==> src/design/token_threaded_stack_machine_macros.svh <==
// Assertion helpers for the stack machine core.
`ifndef TOKEN_THREADED_STACK_MACHINE_MACROS_SVH
`define TOKEN_THREADED_STACK_MACHINE_MACROS_SVH
`ifndef NO_ASSERTIONS
// Same-cycle implication, sampled on clk, off during rst.
`define TTS_ASSERT_IMP(label, cond, prop) \
  label: assert property (@(posedge clk) disable iff (rst) (cond) |-> (prop)) \
    else $error("stack machine check failed");
// Next-cycle implication, sampled on clk, off during rst.
`define TTS_ASSERT_NXT(label, cond, prop) \
  label: assert property (@(posedge clk) disable iff (rst) (cond) |=> (prop)) \
    else $error("stack machine check failed");
`else
`define TTS_ASSERT_IMP(label, cond, prop)
`define TTS_ASSERT_NXT(label, cond, prop)
`endif
`endif

==> src/design/tts_pkg.sv <==
package tts_pkg;

  localparam int STACK_DEPTH = 1024;
  localparam int ADDR_BITS   = 16;
  localparam int SP_W        = $clog2(STACK_DEPTH);
  localparam int CELL_W      = 64;
  localparam int OP_W        = 8;
  localparam int KEY_W       = 9;
  localparam int OUT_ADDR_W  = 16;
  localparam int KIND_W      = 3;

  typedef logic [SP_W-1:0]             sp_t;
  typedef logic [ADDR_BITS-1:0]        addr_t;
  typedef logic signed [CELL_W-1:0]    cell_t;

  localparam sp_t SP_MAX = sp_t'(STACK_DEPTH - 1);

  typedef enum logic [OP_W-1:0] {
    OP_BYE   = 8'd0,
    OP_KEY   = 8'd1,
    OP_EMIT  = 8'd2,
    OP_CALL  = 8'd3,
    OP_EXIT  = 8'd4,
    OP_LIT   = 8'd5,
    OP_DUP   = 8'd6,
    OP_DROP  = 8'd7,
    OP_DEC   = 8'd8,
    OP_INC   = 8'd9,
    OP_ADD   = 8'd10,
    OP_MUL2  = 8'd11,
    OP_DIV2  = 8'd12,
    OP_SWAP  = 8'd13,
    OP_JZ    = 8'd14,
    OP_JUMP  = 8'd15,
    OP_ZEQ   = 8'd16,
    OP_ROT   = 8'd17,
    OP_AND   = 8'd18,
    OP_MAX   = 8'd19,
    OP_GT    = 8'd20,
    OP_PRINT = 8'd21
  } opcode_t;

  typedef enum logic [KIND_W-1:0] {
    KIND_NONE    = 3'd0,
    KIND_EMIT    = 3'd1,
    KIND_PRINT   = 3'd2,
    KIND_BYE     = 3'd3,
    KIND_UNKNOWN = 3'd4
  } kind_t;

  typedef struct packed {
    logic  en;
    sp_t   addr;
    cell_t data;
  } ds_wr_t;

  typedef struct packed {
    logic  en;
    sp_t   addr;
    addr_t data;
  } rs_wr_t;

  // Decoded item handed from issue to execute.
  typedef struct packed {
    logic              skip;
    logic [OP_W-1:0]   op;
    cell_t             imm;
    logic [KEY_W-1:0]  key;
    logic              fault;
    sp_t               ra0;
    sp_t               ra1;
    sp_t               wpush;
    sp_t               rwa;
    logic              fwd0;
    logic              fwd1;
    logic              rfwd;
    cell_t             fwd0_data;
    cell_t             fwd1_data;
    addr_t             rfwd_data;
  } iss_t;

  typedef struct packed {
    logic busy;
    logic adv;
    logic rot;
  } ex_stat_t;

endpackage

==> src/design/tts_issue.sv <==
module tts_issue import tts_pkg::*; (
  input  logic             clk,
  input  logic             rst,
  input  logic             accept,
  input  logic [OP_W-1:0]  opcode,
  input  cell_t            inline_cell,
  input  logic [KEY_W-1:0] key_char,
  input  logic             cfg_wr,
  input  ds_wr_t           ds_wr,
  input  rs_wr_t           rs_wr,
  output sp_t              ds_raddr0,
  output sp_t              ds_raddr1,
  output sp_t              rs_raddr,
  output iss_t             iss
);

  sp_t  dp, rp;
  sp_t  dp_inc, dp_dec, rp_inc, rp_dec;
  sp_t  dp_next, rp_next;
  logic dp_inc_w, dp_dec_w, rp_inc_w, rp_dec_w;
  logic fault, halt_now, halted;

  always_comb begin
    dp_inc_w = (dp == SP_MAX);
    dp_dec_w = (dp == '0);
    rp_inc_w = (rp == SP_MAX);
    rp_dec_w = (rp == '0);
    dp_inc   = dp_inc_w ? '0 : dp + 1'b1;
    dp_dec   = dp_dec_w ? SP_MAX : dp - 1'b1;
    rp_inc   = rp_inc_w ? '0 : rp + 1'b1;
    rp_dec   = rp_dec_w ? SP_MAX : rp - 1'b1;
  end

  always_comb begin
    dp_next  = dp;
    rp_next  = rp;
    fault    = 1'b0;
    halt_now = 1'b0;
    unique case (opcode_t'(opcode)) inside
      OP_KEY, OP_LIT, OP_DUP: begin
        dp_next = dp_inc;
        fault   = dp_inc_w;
      end
      OP_EMIT, OP_DROP, OP_ADD, OP_JZ, OP_AND, OP_MAX, OP_GT, OP_PRINT: begin
        dp_next = dp_dec;
        fault   = dp_dec_w;
      end
      OP_ROT: begin
        // two pops then two pushes: pointer returns, wraps when it sits at 0 or 1
        fault = dp_dec_w || (dp_dec == '0);
      end
      OP_CALL: begin
        rp_next = rp_inc;
        fault   = rp_inc_w;
      end
      OP_EXIT: begin
        rp_next = rp_dec;
        fault   = rp_dec_w;
      end
      OP_DEC, OP_INC, OP_MUL2, OP_DIV2, OP_SWAP, OP_JUMP, OP_ZEQ: begin
      end
      default: begin
        halt_now = 1'b1;
      end
    endcase
  end

  assign ds_raddr0 = dp;
  assign ds_raddr1 = dp_dec;
  assign rs_raddr  = rp;

  always_ff @(posedge clk) begin
    if (rst) begin
      dp     <= '0;
      rp     <= '0;
      halted <= 1'b0;
    end else if (cfg_wr) begin
      halted <= 1'b0;
    end else if (accept && !halted) begin
      dp     <= dp_next;
      rp     <= rp_next;
      halted <= halt_now;
    end
  end

  // Capture the item and any write landing on the entries being read.
  always_ff @(posedge clk) begin
    if (accept) begin
      iss.skip      <= halted;
      iss.op        <= opcode;
      iss.imm       <= inline_cell;
      iss.key       <= key_char;
      iss.fault     <= fault;
      iss.ra0       <= dp;
      iss.ra1       <= dp_dec;
      iss.wpush     <= dp_inc;
      iss.rwa       <= rp_inc;
      iss.fwd0      <= ds_wr.en && (ds_wr.addr == dp);
      iss.fwd1      <= ds_wr.en && (ds_wr.addr == dp_dec);
      iss.rfwd      <= rs_wr.en && (rs_wr.addr == rp);
      iss.fwd0_data <= ds_wr.data;
      iss.fwd1_data <= ds_wr.data;
      iss.rfwd_data <= rs_wr.data;
    end
  end

endmodule

==> config.mk <==
export PLATFORM = sky130hd
export DESIGN_NAME = tts_issue
export DESIGN_NICKNAME = d
export VERILOG_FILES = /design/src/design/token_threaded_stack_machine_macros.svh /design/src/design/tts_pkg.sv /design/src/design/tts_issue.sv
export SDC_FILE = /design/constraint.sdc
export NUM_CORES = 1
export LEC_CHECK = 0
export ABC_AREA = 1
export BUFFER_PORTS_ARGS = -buffer_cell sky130_fd_sc_hd__buf_2
export CORE_AREA = 2 2 192 194
export CTS_CLUSTER_DIAMETER = 150
export DETAILED_ROUTE_END_ITERATION = 12
export DIE_AREA = 0 0 194 196
export SETUP_SLACK_MARGIN = 0.4
export SYNTH_ARGS = -nofsm -noshare
export SYNTH_HDL_FRONTEND = slang
export SYNTH_SLANG_ARGS = --single-unit
==> constraint.sdc <==
create_clock -name clk -period 2.25 [get_ports clk]
set_input_delay 0.45 -clock clk [delete_from_list [all_inputs] [get_ports clk]]
set_output_delay 0.45 -clock clk [all_outputs]
set_load 0.05 [all_outputs]
# == Word level (Yosys, flattened, before mapping) ==
# Index checks and enable logic that the tools add are counted.
# word_totals
reg_bits,227
inputBits,187
out_inout_bits,300
elab_cells,73
# classes
addsub,4
eq_ne,26
mux,8
n_bitwise,1
reduce_logical,17
# ops
operator,n
"== test 8 x 4 -> 1 bit, second input constant",8
"== test 8 x 5 -> 1 bit, second input constant",6
2-to-1 mux 10 bit,4
case mux 10 bit (2 select lines),2
"== test 8 x 3 -> 1 bit, second input constant",4
== test 10 bit,3
logical NOT 10 bit,3
OR reduction 21 bit,1
"adder 10 x 1 -> 10 bit, second input constant",2
"== test 10 bit, second input constant",2
"subtractor 10 x 1 -> 10 bit, second input constant",2
"== test 8 x 2 -> 1 bit, second input constant",2
"== test 8 x 1 -> 1 bit, second input constant",1
OR reduction 8 bit,1
AND reduction 3 bit,2
case mux 1 bit (5 select lines),1
logical AND 1 bit,4
nonzero test 2 bit,2
OR reduction 3 bit,1
OR reduction 2 bit,1
logical NOT 1 bit,1
logical OR 1 bit,1
2-to-1 mux 1 bit,1
NOT 1 bit,1

# == Longest topological paths before layout ==
# logic_depth
word_depth,5
mapped_depth,12
ltp_nobuf,12

# == Worst setup path after synthesis ==
# No wires, ideal clock.
# synth_path
kind,reg2reg
startpoint,register dp[0] (netlist: ds_raddr0[0])
endpoint,"register iss[145] (netlist name), data pin"
setup_time_ns,0.252
t_arrival_ns,2.232
required_ns,1.998
path_slack_ns,-0.235
stages_incl_launch_ff,9
path_buffers,0
period_less_slack_ns,2.485
cell_sequence,dfxtp_1 -> inv_2 -> ha_1 -> nand2_2 -> nor2_8 -> xor2_2 -> xnor2_1 -> nand4_1 -> nor2_1
# synth_via
elab_chain_len,4
elab_cells_between_ends,5
cone_classes,1 x add/sub; 1 x eq/ne; 1 x mux; 2 x reduce/logical
# synth_lines
item,line_no,source
start: declaration,tts_issue.sv:17,"sp_t dp, rp;"
start signal: assignment,tts_issue.sv:80,dp <= dp_next;
subtractor 10 x 1 -> 10 bit or logical NOT 10 bit (tied branches),"tts_issue.sv:29, tts_issue.sv:25",
2-to-1 mux 10 bit (*),tts_issue.sv:29,dp_dec = dp_dec_w ? SP_MAX : dp - 1'b1;
net ds_raddr1[4],tts_issue.sv:12,"output sp_t ds_raddr1,"
== test 10 bit (*),tts_issue.sv:99,iss.fwd1 <= ds_wr.en && (ds_wr.addr == dp_dec);
logical AND 1 bit (*),tts_issue.sv:99,
end: declaration,tts_issue.sv:14,output iss_t iss
# Mark *: on every way through the listed nets, which the timed path passes. The rest lies on a longest branch.
# A chain may end at the register's enable or synchronous reset.

# == Worst setup path after layout ==
# layout_path
startpoint,register dp[0] (netlist: ds_raddr0[0])
endpoint,output port ds_raddr1[5]
# layout_via
elab_chain_len,2
elab_cells_between_ends,3
cone_classes,1 x add/sub; 1 x mux; 1 x reduce/logical
# layout_lines
item,line_no
subtractor 10 x 1 -> 10 bit or logical NOT 10 bit (tied branches),"tts_issue.sv:29, tts_issue.sv:25"
2-to-1 mux 10 bit (*),tts_issue.sv:29
end: declaration,tts_issue.sv:12
# Every way passes the cells marked *; elsewhere a longest branch is shown, timed or not.

==> out/results.tsv <==
metric	value	unit
vias	7544	
gr-usage-all-layers	0.172	
insertion_delay	0.55	ns
yosys_warnings	0	
design.final.nets	1416	
synth_enable_flop_cells	206	
critPathKind	reg -> out	
run_status	finished, violations left	
place_inst	1630	
port_buffers	486	
synthTopCellsByArea	sky130_fd_sc_hd__edfxtp_1, sky130_fd_sc_hd__buf_4, sky130_fd_sc_hd__nand2_1, sky130_fd_sc_hd__dfxtp_1, sky130_fd_sc_hd__inv_1	
standby_leakage_power	6.19	nW
overall_die_area	38000	sq um
main_synth_ff_type	sky130_fd_sc_hd__edfxtp_1	
layout_worst_path_cycle_share	1.03	
die_width	194	microns
initialDrtViolationCount	591	
synth_common_cells	sky130_fd_sc_hd__edfxtp_1, sky130_fd_sc_hd__nand2_1, sky130_fd_sc_hd__buf_4	
fin_skew	0.00856	ns
tritoncts.num_buffers	28	
worst_ep_arrival_time	1.87	ns
max_cap_violations	0	
failed_checks	setup timing	
worst_ir_drop_vdd	0.000670	V
cts_hold_repair.buffers	0	
place.gp.congestion	0.883	
clock-root-buffer	sky130_fd_sc_hd__clkbuf_16	
synthDominantCellAreaShare	0.659	
netlist.top_cell.by_area	sky130_fd_sc_hd__edfxtp_1	
yosysSeqAreaShare	0.704	
dp_hpwl	26.6	mm
htree_levels	1	
power_switching_share	0.319	
slew-limit-headroom	0.368	
pre_cts_slack	0.162	ns
area_growth	42.6	%
grt_antenna_before_repair	10	
required	1.80	ns
count_of_endpoints_failing_setup_in_the_final_report	7	
synth_fp_nets	936	
clock-sinks	227	
combinationalPowerShare	0.189	
cts_tree	done	
n_fill_cell	3632	
power.share.sequential	0.437	
yosys.cell_count.top_type	sky130_fd_sc_hd__edfxtp_1	
cp_max_fo	6	
netlist_area	9390	sq um
hold_violations	0	
min_tclk_post_route	2.32	ns
io_pins	487	
worst-path-buf-inv	2	
rows	70	
ctsLongestPathBuffers	3	
synth-seq-cells	227	
grt_setup_unrepaired	true	
routed_wirelength	34.8	mm
largest_net_degree_at_the_start_of_global_routing	167	
coreArea	36100	sq um
initial_core_util	0.260	
max_stage_delay	0.36	ns
syn_avg_cell_area	12.6	sq um
drive_above_1_share	0.535	
final.setup.worst_slack	-0.0684	ns
ant_nets	0	
critPathTopFamily	simple AND/OR/NAND/NOR gates	
hold_path_class	in -> reg	
yosysUniqueCellTypes	41	
worst_slew_pin_slew	0.948	ns
final-max-slew-violation-count	0	
worstPathCellList	inv_6, ha_4, nand2_4, nor2_8, nand4_1, nand2_2, buf_8	
grt_pass1_wl	48.8	mm
cp_slowest_cell	sky130_fd_sc_hd__dfxtp_4	
clkPwrFrac	0.374	
die_h	196	microns
remaining_drc_errors	0	
powerDensity	856	nW/um^2
finish.cell_count_without_fillers	1716	
cell_internal_pwr	7.81	mW
drt-wirelength-per-cell	20.3	microns
global_route_congestion_overflow_total	0	
first_global_vias	7258	
stdcell_area	13400	sq um
worst_setup_path_end_kind	output port	
cts.clk_slew.worst_paths	0.06	ns
detail_route.vias_per_cell	4.40	
async_flop_share	0	
dpl-instance-area	12000	sq um
max_freq	431	MHz
startpoint_type	register	
power.net_switching	3.65	mW
overall_power_after_layout	11.5	mW
postSynthCellCount	744	
firstDrtPassIters	5	
area by class of cell:
class                   count  area (sq um)  share of cell area
multi-input cells         366          2110               0.158
inverters                  73           287              0.0214
repair buffers            528          2880               0.215
clock inverters            16           124             0.00925
clock buffers              36           751              0.0561
diodes                      2          5.00            0.000374
flip-flops and latches    227          6640               0.496
well taps                 468           586              0.0438
worst register-to-register path, delay by kind of cell, from the launching register on:
family / cells / cell delay, ns
DFF: 1 / 0.37
AOI/OAI and AO/OA: 1 / 0.38
adders and majority gates: 1 / 0.22
buffers and inverters: 1 / 0.19
and+or+nand+nor: 5 / 0.59
logic make-up (layout without fill, tap and decap cells):
group / count (synthesis) / after routing / synth area share
xor gates and xnor gates: 26 / 26 / 0.0251
other: 0 / 2 / 0
adders and majority gates: 5 / 5 / 0.00667
and+or+nand+nor: 280 / 280 / 0.140
DFF: 227 / 227 / 0.704
buffers and inverters: 151 / 653 / 0.0911
AOI/OAI and AO/OA: 55 / 55 / 0.0332
state kept, by name (all words and copies together), names as in the netlist:
signal / count
ds_raddr0: 10
halted: 1
iss: 206
rs_raddr: 10
metrics by stage:
stage               utilization  hold slack [ns]  TNS (ns)
finish                    0.371           0.0655    -0.255
global route              0.371           0.0239    -0.859
CTS                       0.365           0.0247    -0.535
detailed placement        0.333            0.528         0
global placement          0.333            0.506         0
floorplan                     -            0.432         0
power by group through the flow:
stage	sequential, mW	clock (mW)	combinational, mW
after floorplan	6.01	0	0.617
after global placement	5.09	0	2.13
after detailed placement	5.10	0	2.13
after CTS	5.01	4.42	2.17
after global routing	5.03	4.59	2.25
final	5.01	4.28	2.17
cell usage in the layout, fill, tap and decap left out, types with 4 or more instances in the layout:
master	instances
sky130_fd_sc_hd__clkbuf_16	28
sky130_fd_sc_hd__nand4_1	14
sky130_fd_sc_hd__dfxtp_4	7
sky130_fd_sc_hd__inv_2	14
sky130_fd_sc_hd__a21oi_1	18
sky130_fd_sc_hd__o21ai_0	14
sky130_fd_sc_hd__nor3_1	7
sky130_fd_sc_hd__clkinv_1	5
sky130_fd_sc_hd__inv_1	55
sky130_fd_sc_hd__nand3_1	39
sky130_fd_sc_hd__nand2_4	7
sky130_fd_sc_hd__edfxtp_1	206
sky130_fd_sc_hd__nand2_2	13
sky130_fd_sc_hd__buf_8	9
sky130_fd_sc_hd__o21ai_1	7
sky130_fd_sc_hd__nor2_2	11
sky130_fd_sc_hd__buf_4	45
sky130_fd_sc_hd__clkbuf_1	6
sky130_fd_sc_hd__xnor2_1	6
sky130_fd_sc_hd__dfxtp_1	5
sky130_fd_sc_hd__clkinv_2	5
sky130_fd_sc_hd__nand3_2	5
sky130_fd_sc_hd__o22ai_1	4
sky130_fd_sc_hd__xor2_1	15
sky130_fd_sc_hd__nor2_1	54
sky130_fd_sc_hd__buf_2	469
sky130_fd_sc_hd__nand2_1	114
sky130_fd_sc_hd__dfxtp_2	9
path summary, 6_finish.rpt:
path,start,end,slack [ns],depth (start not counted)
setup reg to reg,ds_raddr0[0]$_SDFFE_PP0P_,iss[187]$_DFFE_PP_,0.37,8
setup / recovery,ds_raddr0[0]$_SDFFE_PP0P_,ds_raddr1[5],-0.07,7
hold / removal,rs_wr[6],iss[6]$_DFFE_PP_,0.07,1
hold reg to reg,halted$_SDFFE_PP0P_,iss[269]$_DFFE_PP_,0.52,0
timing repair:
| action | in CTS | in global routing |
|---|---|---|
| endpoints found under the setup margin | 17 | 35 |
| gates resized for setup | 50 | 32 |
| hold endpoints to repair | 0 | 0 |
| pin swaps | 13 | 13 |
| setup buffers | 19 | 13 |
routing by layer:
metal / GRT usage / routed length, microns / vias to the layer above
met5: 0 / 110 / -
met1: 0.211 / 13700 / 3648
met2: 0.286 / 16900 / 353
met4: 0.0463 / 821 / 16
met3: 0.0641 / 3230 / 62
li1: - / - / 3465
(Power assumes the default switching activity.)
