`src/design/token_threaded_stack_machine_macros.svh`:
```
// Assertion helpers for the stack machine core.
`ifndef TOKEN_THREADED_STACK_MACHINE_MACROS_SVH
`define TOKEN_THREADED_STACK_MACHINE_MACROS_SVH
`ifndef NO_ASSERTIONS
// Same-cycle implication, sampled on clk, off during rst.
`define TTS_ASSERT_IMP(label, cond, prop) \
  label: assert property (@(posedge clk) disable iff (rst) (cond) |-> (prop)) \
    else $error("stack machine check failed");
// Next-cycle implication, sampled on clk, off during rst.
`define TTS_ASSERT_NXT(label, cond, prop) \
  label: assert property (@(posedge clk) disable iff (rst) (cond) |=> (prop)) \
    else $error("stack machine check failed");
`else
`define TTS_ASSERT_IMP(label, cond, prop)
`define TTS_ASSERT_NXT(label, cond, prop)
`endif
`endif

```
`src/design/tts_pkg.sv`:
```
package tts_pkg;

  localparam int STACK_DEPTH = 1024;
  localparam int ADDR_BITS   = 16;
  localparam int SP_W        = $clog2(STACK_DEPTH);
  localparam int CELL_W      = 64;
  localparam int OP_W        = 8;
  localparam int KEY_W       = 9;
  localparam int OUT_ADDR_W  = 16;
  localparam int KIND_W      = 3;

  typedef logic [SP_W-1:0]             sp_t;
  typedef logic [ADDR_BITS-1:0]        addr_t;
  typedef logic signed [CELL_W-1:0]    cell_t;

  localparam sp_t SP_MAX = sp_t'(STACK_DEPTH - 1);

  typedef enum logic [OP_W-1:0] {
    OP_BYE   = 8'd0,
    OP_KEY   = 8'd1,
    OP_EMIT  = 8'd2,
    OP_CALL  = 8'd3,
    OP_EXIT  = 8'd4,
    OP_LIT   = 8'd5,
    OP_DUP   = 8'd6,
    OP_DROP  = 8'd7,
    OP_DEC   = 8'd8,
    OP_INC   = 8'd9,
    OP_ADD   = 8'd10,
    OP_MUL2  = 8'd11,
    OP_DIV2  = 8'd12,
    OP_SWAP  = 8'd13,
    OP_JZ    = 8'd14,
    OP_JUMP  = 8'd15,
    OP_ZEQ   = 8'd16,
    OP_ROT   = 8'd17,
    OP_AND   = 8'd18,
    OP_MAX   = 8'd19,
    OP_GT    = 8'd20,
    OP_PRINT = 8'd21
  } opcode_t;

  typedef enum logic [KIND_W-1:0] {
    KIND_NONE    = 3'd0,
    KIND_EMIT    = 3'd1,
    KIND_PRINT   = 3'd2,
    KIND_BYE     = 3'd3,
    KIND_UNKNOWN = 3'd4
  } kind_t;

  typedef struct packed {
    logic  en;
    sp_t   addr;
    cell_t data;
  } ds_wr_t;

  typedef struct packed {
    logic  en;
    sp_t   addr;
    addr_t data;
  } rs_wr_t;

  // Decoded item handed from issue to execute.
  typedef struct packed {
    logic              skip;
    logic [OP_W-1:0]   op;
    cell_t             imm;
    logic [KEY_W-1:0]  key;
    logic              fault;
    sp_t               ra0;
    sp_t               ra1;
    sp_t               wpush;
    sp_t               rwa;
    logic              fwd0;
    logic              fwd1;
    logic              rfwd;
    cell_t             fwd0_data;
    cell_t             fwd1_data;
    addr_t             rfwd_data;
  } iss_t;

  typedef struct packed {
    logic busy;
    logic adv;
    logic rot;
  } ex_stat_t;

endpackage

```
`src/design/tts_exec.sv`:
```
module tts_exec import tts_pkg::*; (
  input  logic              clk,
  input  logic              rst,
  input  logic              accept,
  input  iss_t              iss,
  input  cell_t             ds_rdata0,
  input  cell_t             ds_rdata1,
  input  addr_t             rs_rdata,
  input  logic              cfg_wr,
  input  logic [15:0]       cfg_start,
  input  logic              res_ready,
  output ex_stat_t          stat,
  output ds_wr_t            ds_wr,
  output rs_wr_t            rs_wr,
  output logic              res_valid,
  output logic [OUT_ADDR_W-1:0] res_next_address,
  output logic [KIND_W-1:0] res_out_kind,
  output cell_t             res_out_value,
  output logic              res_stack_fault
);

  logic   b_valid, b_adv;
  cell_t  t, t_next, a0, a1, value;
  addr_t  ia, ia_next, ia_plus1, ia_plus2, target, ra;
  kind_t  kind;
  logic   pend_valid;
  sp_t    pend_addr;
  cell_t  pend_data;
  opcode_t op;

  assign op       = opcode_t'(iss.op);
  assign b_adv    = b_valid && (!res_valid || res_ready);
  assign stat     = '{busy: b_valid, adv: b_adv, rot: (op == OP_ROT)};
  assign a0       = iss.fwd0 ? iss.fwd0_data : ds_rdata0;
  assign a1       = iss.fwd1 ? iss.fwd1_data : ds_rdata1;
  assign ra       = iss.rfwd ? iss.rfwd_data : rs_rdata;
  assign ia_plus1 = ia + addr_t'(1);
  assign ia_plus2 = ia + addr_t'(2);
  assign target   = iss.imm[ADDR_BITS-1:0];

  always_comb begin
    t_next  = t;
    ia_next = ia_plus1;
    kind    = KIND_NONE;
    value   = '0;
    unique case (op)
      OP_BYE:   begin kind = KIND_BYE; value = t; ia_next = ia; end
      OP_KEY:   t_next = {{(CELL_W-KEY_W){iss.key[KEY_W-1]}}, iss.key};
      OP_EMIT:  begin kind = KIND_EMIT; value = {{(CELL_W-8){1'b0}}, t[7:0]}; t_next = a0; end
      OP_CALL:  ia_next = target;
      OP_EXIT:  ia_next = ra;
      OP_LIT:   begin t_next = iss.imm; ia_next = ia_plus2; end
      OP_DUP:   ;
      OP_DROP:  t_next = a0;
      OP_DEC:   t_next = t - cell_t'(1);
      OP_INC:   t_next = t + cell_t'(1);
      OP_ADD:   t_next = t + a0;
      OP_MUL2:  t_next = t <<< 1;
      OP_DIV2:  t_next = t >>> 1;
      OP_SWAP:  t_next = a0;
      OP_JZ:    begin ia_next = (t == '0) ? target : ia_plus2; t_next = a0; end
      OP_JUMP:  ia_next = target;
      OP_ZEQ:   t_next = (t == '0) ? cell_t'(1) : '0;
      OP_ROT:   t_next = a1;
      OP_AND:   t_next = t & a0;
      OP_MAX:   t_next = (a0 > t) ? a0 : t;
      OP_GT:    t_next = (a0 > t) ? cell_t'(1) : '0;
      OP_PRINT: begin kind = KIND_PRINT; value = t; t_next = a0; end
      default:  begin kind = KIND_UNKNOWN; value = t; ia_next = ia; end
    endcase
    if (iss.skip) begin
      t_next  = t;
      ia_next = ia;
      kind    = KIND_NONE;
      value   = '0;
    end
  end

  // The second write of rot goes out in the cycle after rot leaves execute; no item is in execute then.
  always_comb begin
    ds_wr = '{en: 1'b0, addr: iss.ra0, data: t};
    if (pend_valid) begin
      ds_wr = '{en: 1'b1, addr: pend_addr, data: pend_data};
    end else if (b_adv && !iss.skip) begin
      case (op)
        OP_KEY, OP_LIT, OP_DUP: ds_wr = '{en: 1'b1, addr: iss.wpush, data: t};
        OP_SWAP, OP_ROT:        ds_wr = '{en: 1'b1, addr: iss.ra0, data: t};
        default:                ds_wr.en = 1'b0;
      endcase
    end
    rs_wr = '{en: b_adv && !iss.skip && (op == OP_CALL), addr: iss.rwa, data: ia_plus2};
  end

  always_ff @(posedge clk) begin
    if (rst) begin
      b_valid    <= 1'b0;
      res_valid  <= 1'b0;
      pend_valid <= 1'b0;
      t          <= '0;
      ia         <= '0;
    end else begin
      if (accept) begin
        b_valid <= 1'b1;
      end else if (b_adv) begin
        b_valid <= 1'b0;
      end
      if (b_adv) begin
        res_valid <= 1'b1;
      end else if (res_ready) begin
        res_valid <= 1'b0;
      end
      pend_valid <= b_adv && !iss.skip && (op == OP_ROT);
      if (cfg_wr) begin
        ia <= addr_t'(cfg_start);
      end else if (b_adv) begin
        ia <= ia_next;
        t  <= t_next;
      end
    end
  end

  always_ff @(posedge clk) begin
    if (b_adv && !iss.skip && (op == OP_ROT)) begin
      pend_addr <= iss.ra1;
      pend_data <= a0;
    end
    if (b_adv) begin
      res_next_address <= OUT_ADDR_W'(ia_next);
      res_out_kind     <= kind;
      res_out_value    <= value;
      res_stack_fault  <= iss.fault && !iss.skip;
    end
  end

endmodule

```
`config.mk`:
```
export PLATFORM = sky130hd
export DESIGN_NAME = tts_exec
export DESIGN_NICKNAME = d
export VERILOG_FILES = /design/src/design/token_threaded_stack_machine_macros.svh /design/src/design/tts_pkg.sv /design/src/design/tts_exec.sv
export SDC_FILE = /design/constraint.sdc
export NUM_CORES = 1
export LEC_CHECK = 0
export BUFFER_PORTS_ARGS = -buffer_cell sky130_fd_sc_hd__buf_2
export CAP_MARGIN = 30
export CELL_PAD_IN_SITES_DETAIL_PLACEMENT = 0
export CELL_PAD_IN_SITES_GLOBAL_PLACEMENT = 2
export CORE_MARGIN = 5
export CORE_UTILIZATION = 31
export DETAILED_ROUTE_END_ITERATION = 10
export PLACE_DENSITY = 0.81
export SYNTH_ARGS = -nofsm -noshare
export SYNTH_HDL_FRONTEND = slang
export SYNTH_SLANG_ARGS = --single-unit
```
`constraint.sdc`:
```
create_clock -name clk -period 6.76 [get_ports clk]
set_clock_uncertainty 0.05 [all_clocks]
set_input_delay 0.676 -clock clk [delete_from_list [all_inputs] [get_ports clk]]
set_output_delay 0.676 -clock clk [all_outputs]
set_load 0.05 [all_outputs]
```
---- Word level (Yosys, flattened, before mapping) ----
Cells that the tools add are included.
Widths: inputs -> output; s select.
word-level totals
  register bits ........................... 241
  input port bits ......................... 435
  output and inout port bits .............. 190
  word-level logic and storage cells ...... 89
operators by class
  add/sub/neg operators ................... 5
  $lt $le $gt $ge ......................... 1
  equal/unequal tests ..................... 22
  mux-type cells .......................... 22
  bitwise operators ....................... 4
  reduce and logical (&&, ||, !) cells .... 23
operators with widths
  kind                   count
  $pmux 64 s13           1
  $mux 64                3
  $mux 75                2
  $pmux 64 s2            1
  $mux 16                5
  $pmux 16 s5            1
  $mux 74                1
  $add 64x2->64 const B  1
  $add 64x64->64         1
  $and 64x64->64         1
  $eq 8x4->1 const B     8
  $gt 64x64->1           1
  $logic_not 64->1       1
  $sub 64x2->64 const B  1
  $eq 8x5->1 const B     6
  $eq 8x3->1 const B     4
  $reduce_or 19->1       1
  $add 16x1->16 const B  1
  $add 16x2->16 const B  1
  $eq 8x2->1 const B     2
  $reduce_or 16->1       1
  $reduce_bool 13->1     1
  $pmux 3 s4             1
  $reduce_bool 12->1     1
  14 further kinds       30

---- Logic depth before layout (Yosys ltp) ----
  word-level depth ........................ 6
  gate-level depth with buffers ........... 18
  mapped depth without buffers ............ 15

---- Worst setup path after synthesis ----
OpenSTA, ideal clock, no wires.
  path kind ............................... in2reg
  start ................................... input port iss[268] (netlist name)
  end ..................................... register pend_addr[0], enable pin
  library setup time ...................... 507 ps
  arrival ................................. 5048 ps
  data required time ...................... 6203 ps
  slack ................................... 1155 ps
  cell stages on the path ................. 6
  buffers on the path ..................... 2
  cells stage by stage .................... nor3_1 > nand2b_1 > or2_2 > clkbuf_1 > clkbuf_1 > nor2_1
on the way
  longest elaborated chain between the ends .. 2
RTL lines
  item                  line             text
  from (decl)           tts_exec.sv:5    input iss_t iss,
  $eq 8x5->1            tts_exec.sv:123  if (b_adv && !iss.skip && (op == OP_ROT)) begin
  $logic_and 1x1->1     tts_exec.sv:123
  to (signal assigned)  tts_exec.sv:124  pend_addr <= iss.ra1;
  to (decl)             tts_exec.sv:27   sp_t pend_addr;
Every way passes these cells.
A chain may end at the register's enable or synchronous reset.

---- Worst setup path after layout ----
  start ................................... input port iss[262] (netlist name)
  end ..................................... register t[62]
on the way
  longest elaborated chain between the ends .. 4
  elaborated cells between the ends (all ways) .. 22
  those cells by class .................... eq/ne (18); mux (1); reduce/logical (3)
RTL lines
  item                                      line             text
  $eq 8x4->1, or another cell as far along  tts_exec.sv:46   unique case (op)
  $reduce_or 5->1 (no source line)          --
  $reduce_bool 13->1 (no source line)       --
  $reduce_and 5->1 (no source line)         --
  to (signal assigned)                      tts_exec.sv:117  t <= t_next;
  to (decl)                                 tts_exec.sv:23   cell_t t, t_next, a0, a1, value;
Several ways; a longest one is shown, not always the timed one.

==> run metrics <==
status=complete, no violations; CTS buffer count=36; Synth Area in Compound Gates=25.65%; sequential area share after synthesis=29.44%; reg2reg start=t[63]; final setup TNS=0 ns; Gate power share=21.1%; Synth-to-Final Area Change=23.23%; # nets final=3717; Synth Instances=2582; Seq pwr share=36.3%; Die Ht=275.0 µm; Post-Place Cells=3981; setup violators final=0; Synth Net Count=3219; number of max-cap violations=0; total power=4.492 mW; Sw Pwr=1.434 mW; hold crit path type=in2reg; CTS tree=built; Resize count post-CTS=0; vias per inst=5.765; Hold Path Depth=1; DRT iter0 DRCs=2229; IO Port Bufs=604; first-pass GRT wire length=152100 µm; drt pass-1 iters=8; synthesis-stage register bit count=241; YS warnings=0; Cell Chain, Critical Path=buf_2 > or4b_1 > nor2_2 > buf_4 > o21a_2 > o21ai_0 > ha_1 > and2_1 > nand3_1 > a2111oi_0 > o211ai_1 > a211oi_2 > o21ai_0 > a2111oi_0 > a31oi_1 > a211oi_2; XOR/XNOR share of the synthesized area=2.455%; Worst R2R Setup Slack=2.19 ns; worst relative slew slack=30.91%; Synth Flop Type=edfxtp_1; critical path's slowest cell=o21a_2; # Post-CTS Setup Buffers=0; post-synthesis mux area share=8.014%; io pins=625; Mapped Area=21760 µm²; RSZ-0062 raised after global routing=false; CP Launch Type=primary input; FF-to-FF End=t[30]; gr ovfl total=0; peak supply drop=0.1558 mV; Sink Count=241; die width=275.0 µm; largest family of logic cells by synthesized area=compound AO/OA/AOI/OAI gates; final hold vios=0; H-tree depth=2; WP buf/inv=2; Core Region=69790 µm²; r2r worst-path depth=13; vias in the first global route=23290; pre-CTS WS=0.4982 ns; Worst setup EP type=register; Final period util=86.84%; slowest cell delay on critical path=0.69 ns; post-route setup slack=0.8894 ns; fin. max-slew vios=0; crit path DAT=6.30 ns; simple-gate share of the synthesized area=16.57%; asr flop ratio synth=0%; GPL Wtd Cong=0.9180; min cycle time layout=5.871 ns; share of cells above drive strength 1=26.25%; final instance area=26820 µm²; kind of critical path=in2reg; PwrDens=167.5 nW/µm²; CP delay by family, top=compound AO/OA/AOI/OAI gates; die area=75600 µm²; Post-DP Area=25640 µm²; fin util=38.43%; remaining antenna violation count=0; sw frac=31.92%; Max Clk Rate=170.3 MHz; routed via count=23341; WHS=0.2630 ns; Root Driver=clkbuf_16; DP Wirelength=80840 µm; Lkg Pwr=11.55 nW; initial antenna violation count=4; Total GRT Usage=26.27%; Max Root-Sink Buffers=3; DRC viols=0; Clk pwr share=42.5%; Clk Latency, worst-skew pair=0.56 ns; Post-synth EDFFs=158; FP Rows=97; final std cells w/o fill=4049; crit-path max FO=41; WL final=106200 µm; hold_buf cts=0; Distinct cells, synth=82; Adder-Cell Fraction of Synth Area=11.65%; WHS Endpoint=pend_addr[9]; largest net degree at the start of global routing=85; actual slew at the worst max-slew pin=1.033 ns; Syn Area/Cell=8.429 µm²; DR WL/cell=26.23 µm; initial core utilization=31.19%; required time of the worst setup path=7.19 ns; Hold Path Origin=iss[176]; total internal power=3.058 mW; clk slew on worst S/H paths=0.05 ns
## cells by family after synthesis
group / after synthesis
compound gates: 826
xor+xnor: 61
fa+ha+maj: 202
buf+inv: 331
flops: 241
mux: 165
simple gates: 756
## per-layer routing
metal / global-route usage, % / part of all wire, % / vias to the layer above
li1: - / - / 10752
met1: 34.78 / 43 / 11440
met2: 44.72 / 47 / 1025
met3: 4.666 / 7.5 / 124
met4: 6.142 / 2.4 / 0
met5: 0 / 0 / -
## sequential cells by signal, summed over array words and instances (netlist names)
register and count:
pend_addr 10, res_stack_fault 1, b_valid 1, res_next_address 16
res_valid 1, t 64, ia 16, pend_valid 1
res_out_kind 3, res_out_value 64, pend_data 64
## cell usage after synthesis, types with 15 or more instances
cell | number | area, µm²
o2111ai_1 | 34 | 297.8
nor3_1 | 41 | 205.2
a31oi_1 | 25 | 156.4
a21oi_1 | 150 | 750.7
mux2i_1 | 91 | 910.9
and2_1 | 77 | 481.7
buf_4 | 15 | 112.6
edfxtp_1 | 158 | 4745
xnor2_1 | 34 | 297.8
dfxtp_1 | 83 | 1662
o21ai_0 | 237 | 1186
xor2_1 | 27 | 236.5
a222oi_1 | 54 | 540.5
or3_1 | 19 | 118.9
a221oi_1 | 35 | 306.5
a21o_1 | 38 | 285.3
a211oi_1 | 60 | 450.4
nand3_1 | 72 | 360.4
a311oi_1 | 17 | 148.9
nand2_1 | 247 | 927.1
nor2_1 | 160 | 600.6
clkbuf_1 | 147 | 551.8
nor4_1 | 29 | 181.4
a22oi_1 | 59 | 442.9
mux2_2 | 74 | 833.3
ha_1 | 201 | 2515
inv_1 | 140 | 525.5
nand4_1 | 43 | 269.0
and3_1 | 16 | 100.1
## worst max path at each step
stage,cells past startpoint,endpoint,startpoint
2_1_floorplan,6,pend_addr[0],iss[268]
3_3_place_gp,16,t[62],iss[262]
3_5_place_dp,16,t[62],iss[262]
4_1_cts,16,t[62],iss[262]
5_1_grt,16,t[62],iss[262]
6_report,16,t[62],iss[262]
## worst reg2reg max path, stage by stage, from the launching register on
cell and delay [ns]:
dfxtp_1 0.62, inv_1 0.17, ha_1 0.45, nand4_1 0.21, nor4_2 0.32, buf_4 0.26
nand4_1 0.28, a211oi_1 0.72, nor4_2 0.16, nand4_1 0.16, and3b_4 0.25, buf_4 0.49
nor2_1 0.14, a211oi_1 0.23
## cell usage in the layout, fill, tap and decap left out, types with 12 or more instances in the layout
cell type and n:
buf_4 44, nor2_1 158, clkbuf_16 37, o2111ai_1 34, a21o_1 38, nand3_1 72, o21ai_0 237, mux2_2 74
a31oi_1 25, inv_1 139, nand4_1 43, nor4_1 27, a21oi_1 150, a211oi_1 60, ha_1 201, a222oi_1 54
buf_2 601, a221oi_1 35, edfxtp_1 158, xor2_1 27, or3_1 19, and2_1 77, nand2_1 246, nor3_1 38
xnor2_1 34, dfxtp_1 82, mux2i_1 91, nand2b_1 12, a311oi_1 17, and3_1 16, a22oi_1 59
## cell type report
class | count | area, µm²
Clock buffer | 45 | 955.9
Antenna cell | 1 | 2.502
Inverter | 141 | 531.8
Clock inverter | 21 | 191.4
Fill cell | 7287 | 42970
Multi-Input combinational cell | 2010 | 14100
Timing Repair Buffer | 650 | 3453
Tap cell | 940 | 1176
Sequential cell | 241 | 6410
## power by group through the flow
stage | Sequential [mW] | Combinational, mW | Clock, mW
6_report | 1.63 | 0.949 | 1.91
5_1_grt | 1.63 | 1.02 | 2.00
4_1_cts | 1.63 | 0.946 | 1.95
3_5_place_dp | 1.66 | 0.942 | 0
3_3_place_gp | 1.66 | 0.932 | 0
2_1_floorplan | 1.73 | 0.494 | 0
Power figures use the tool's default switching activity.
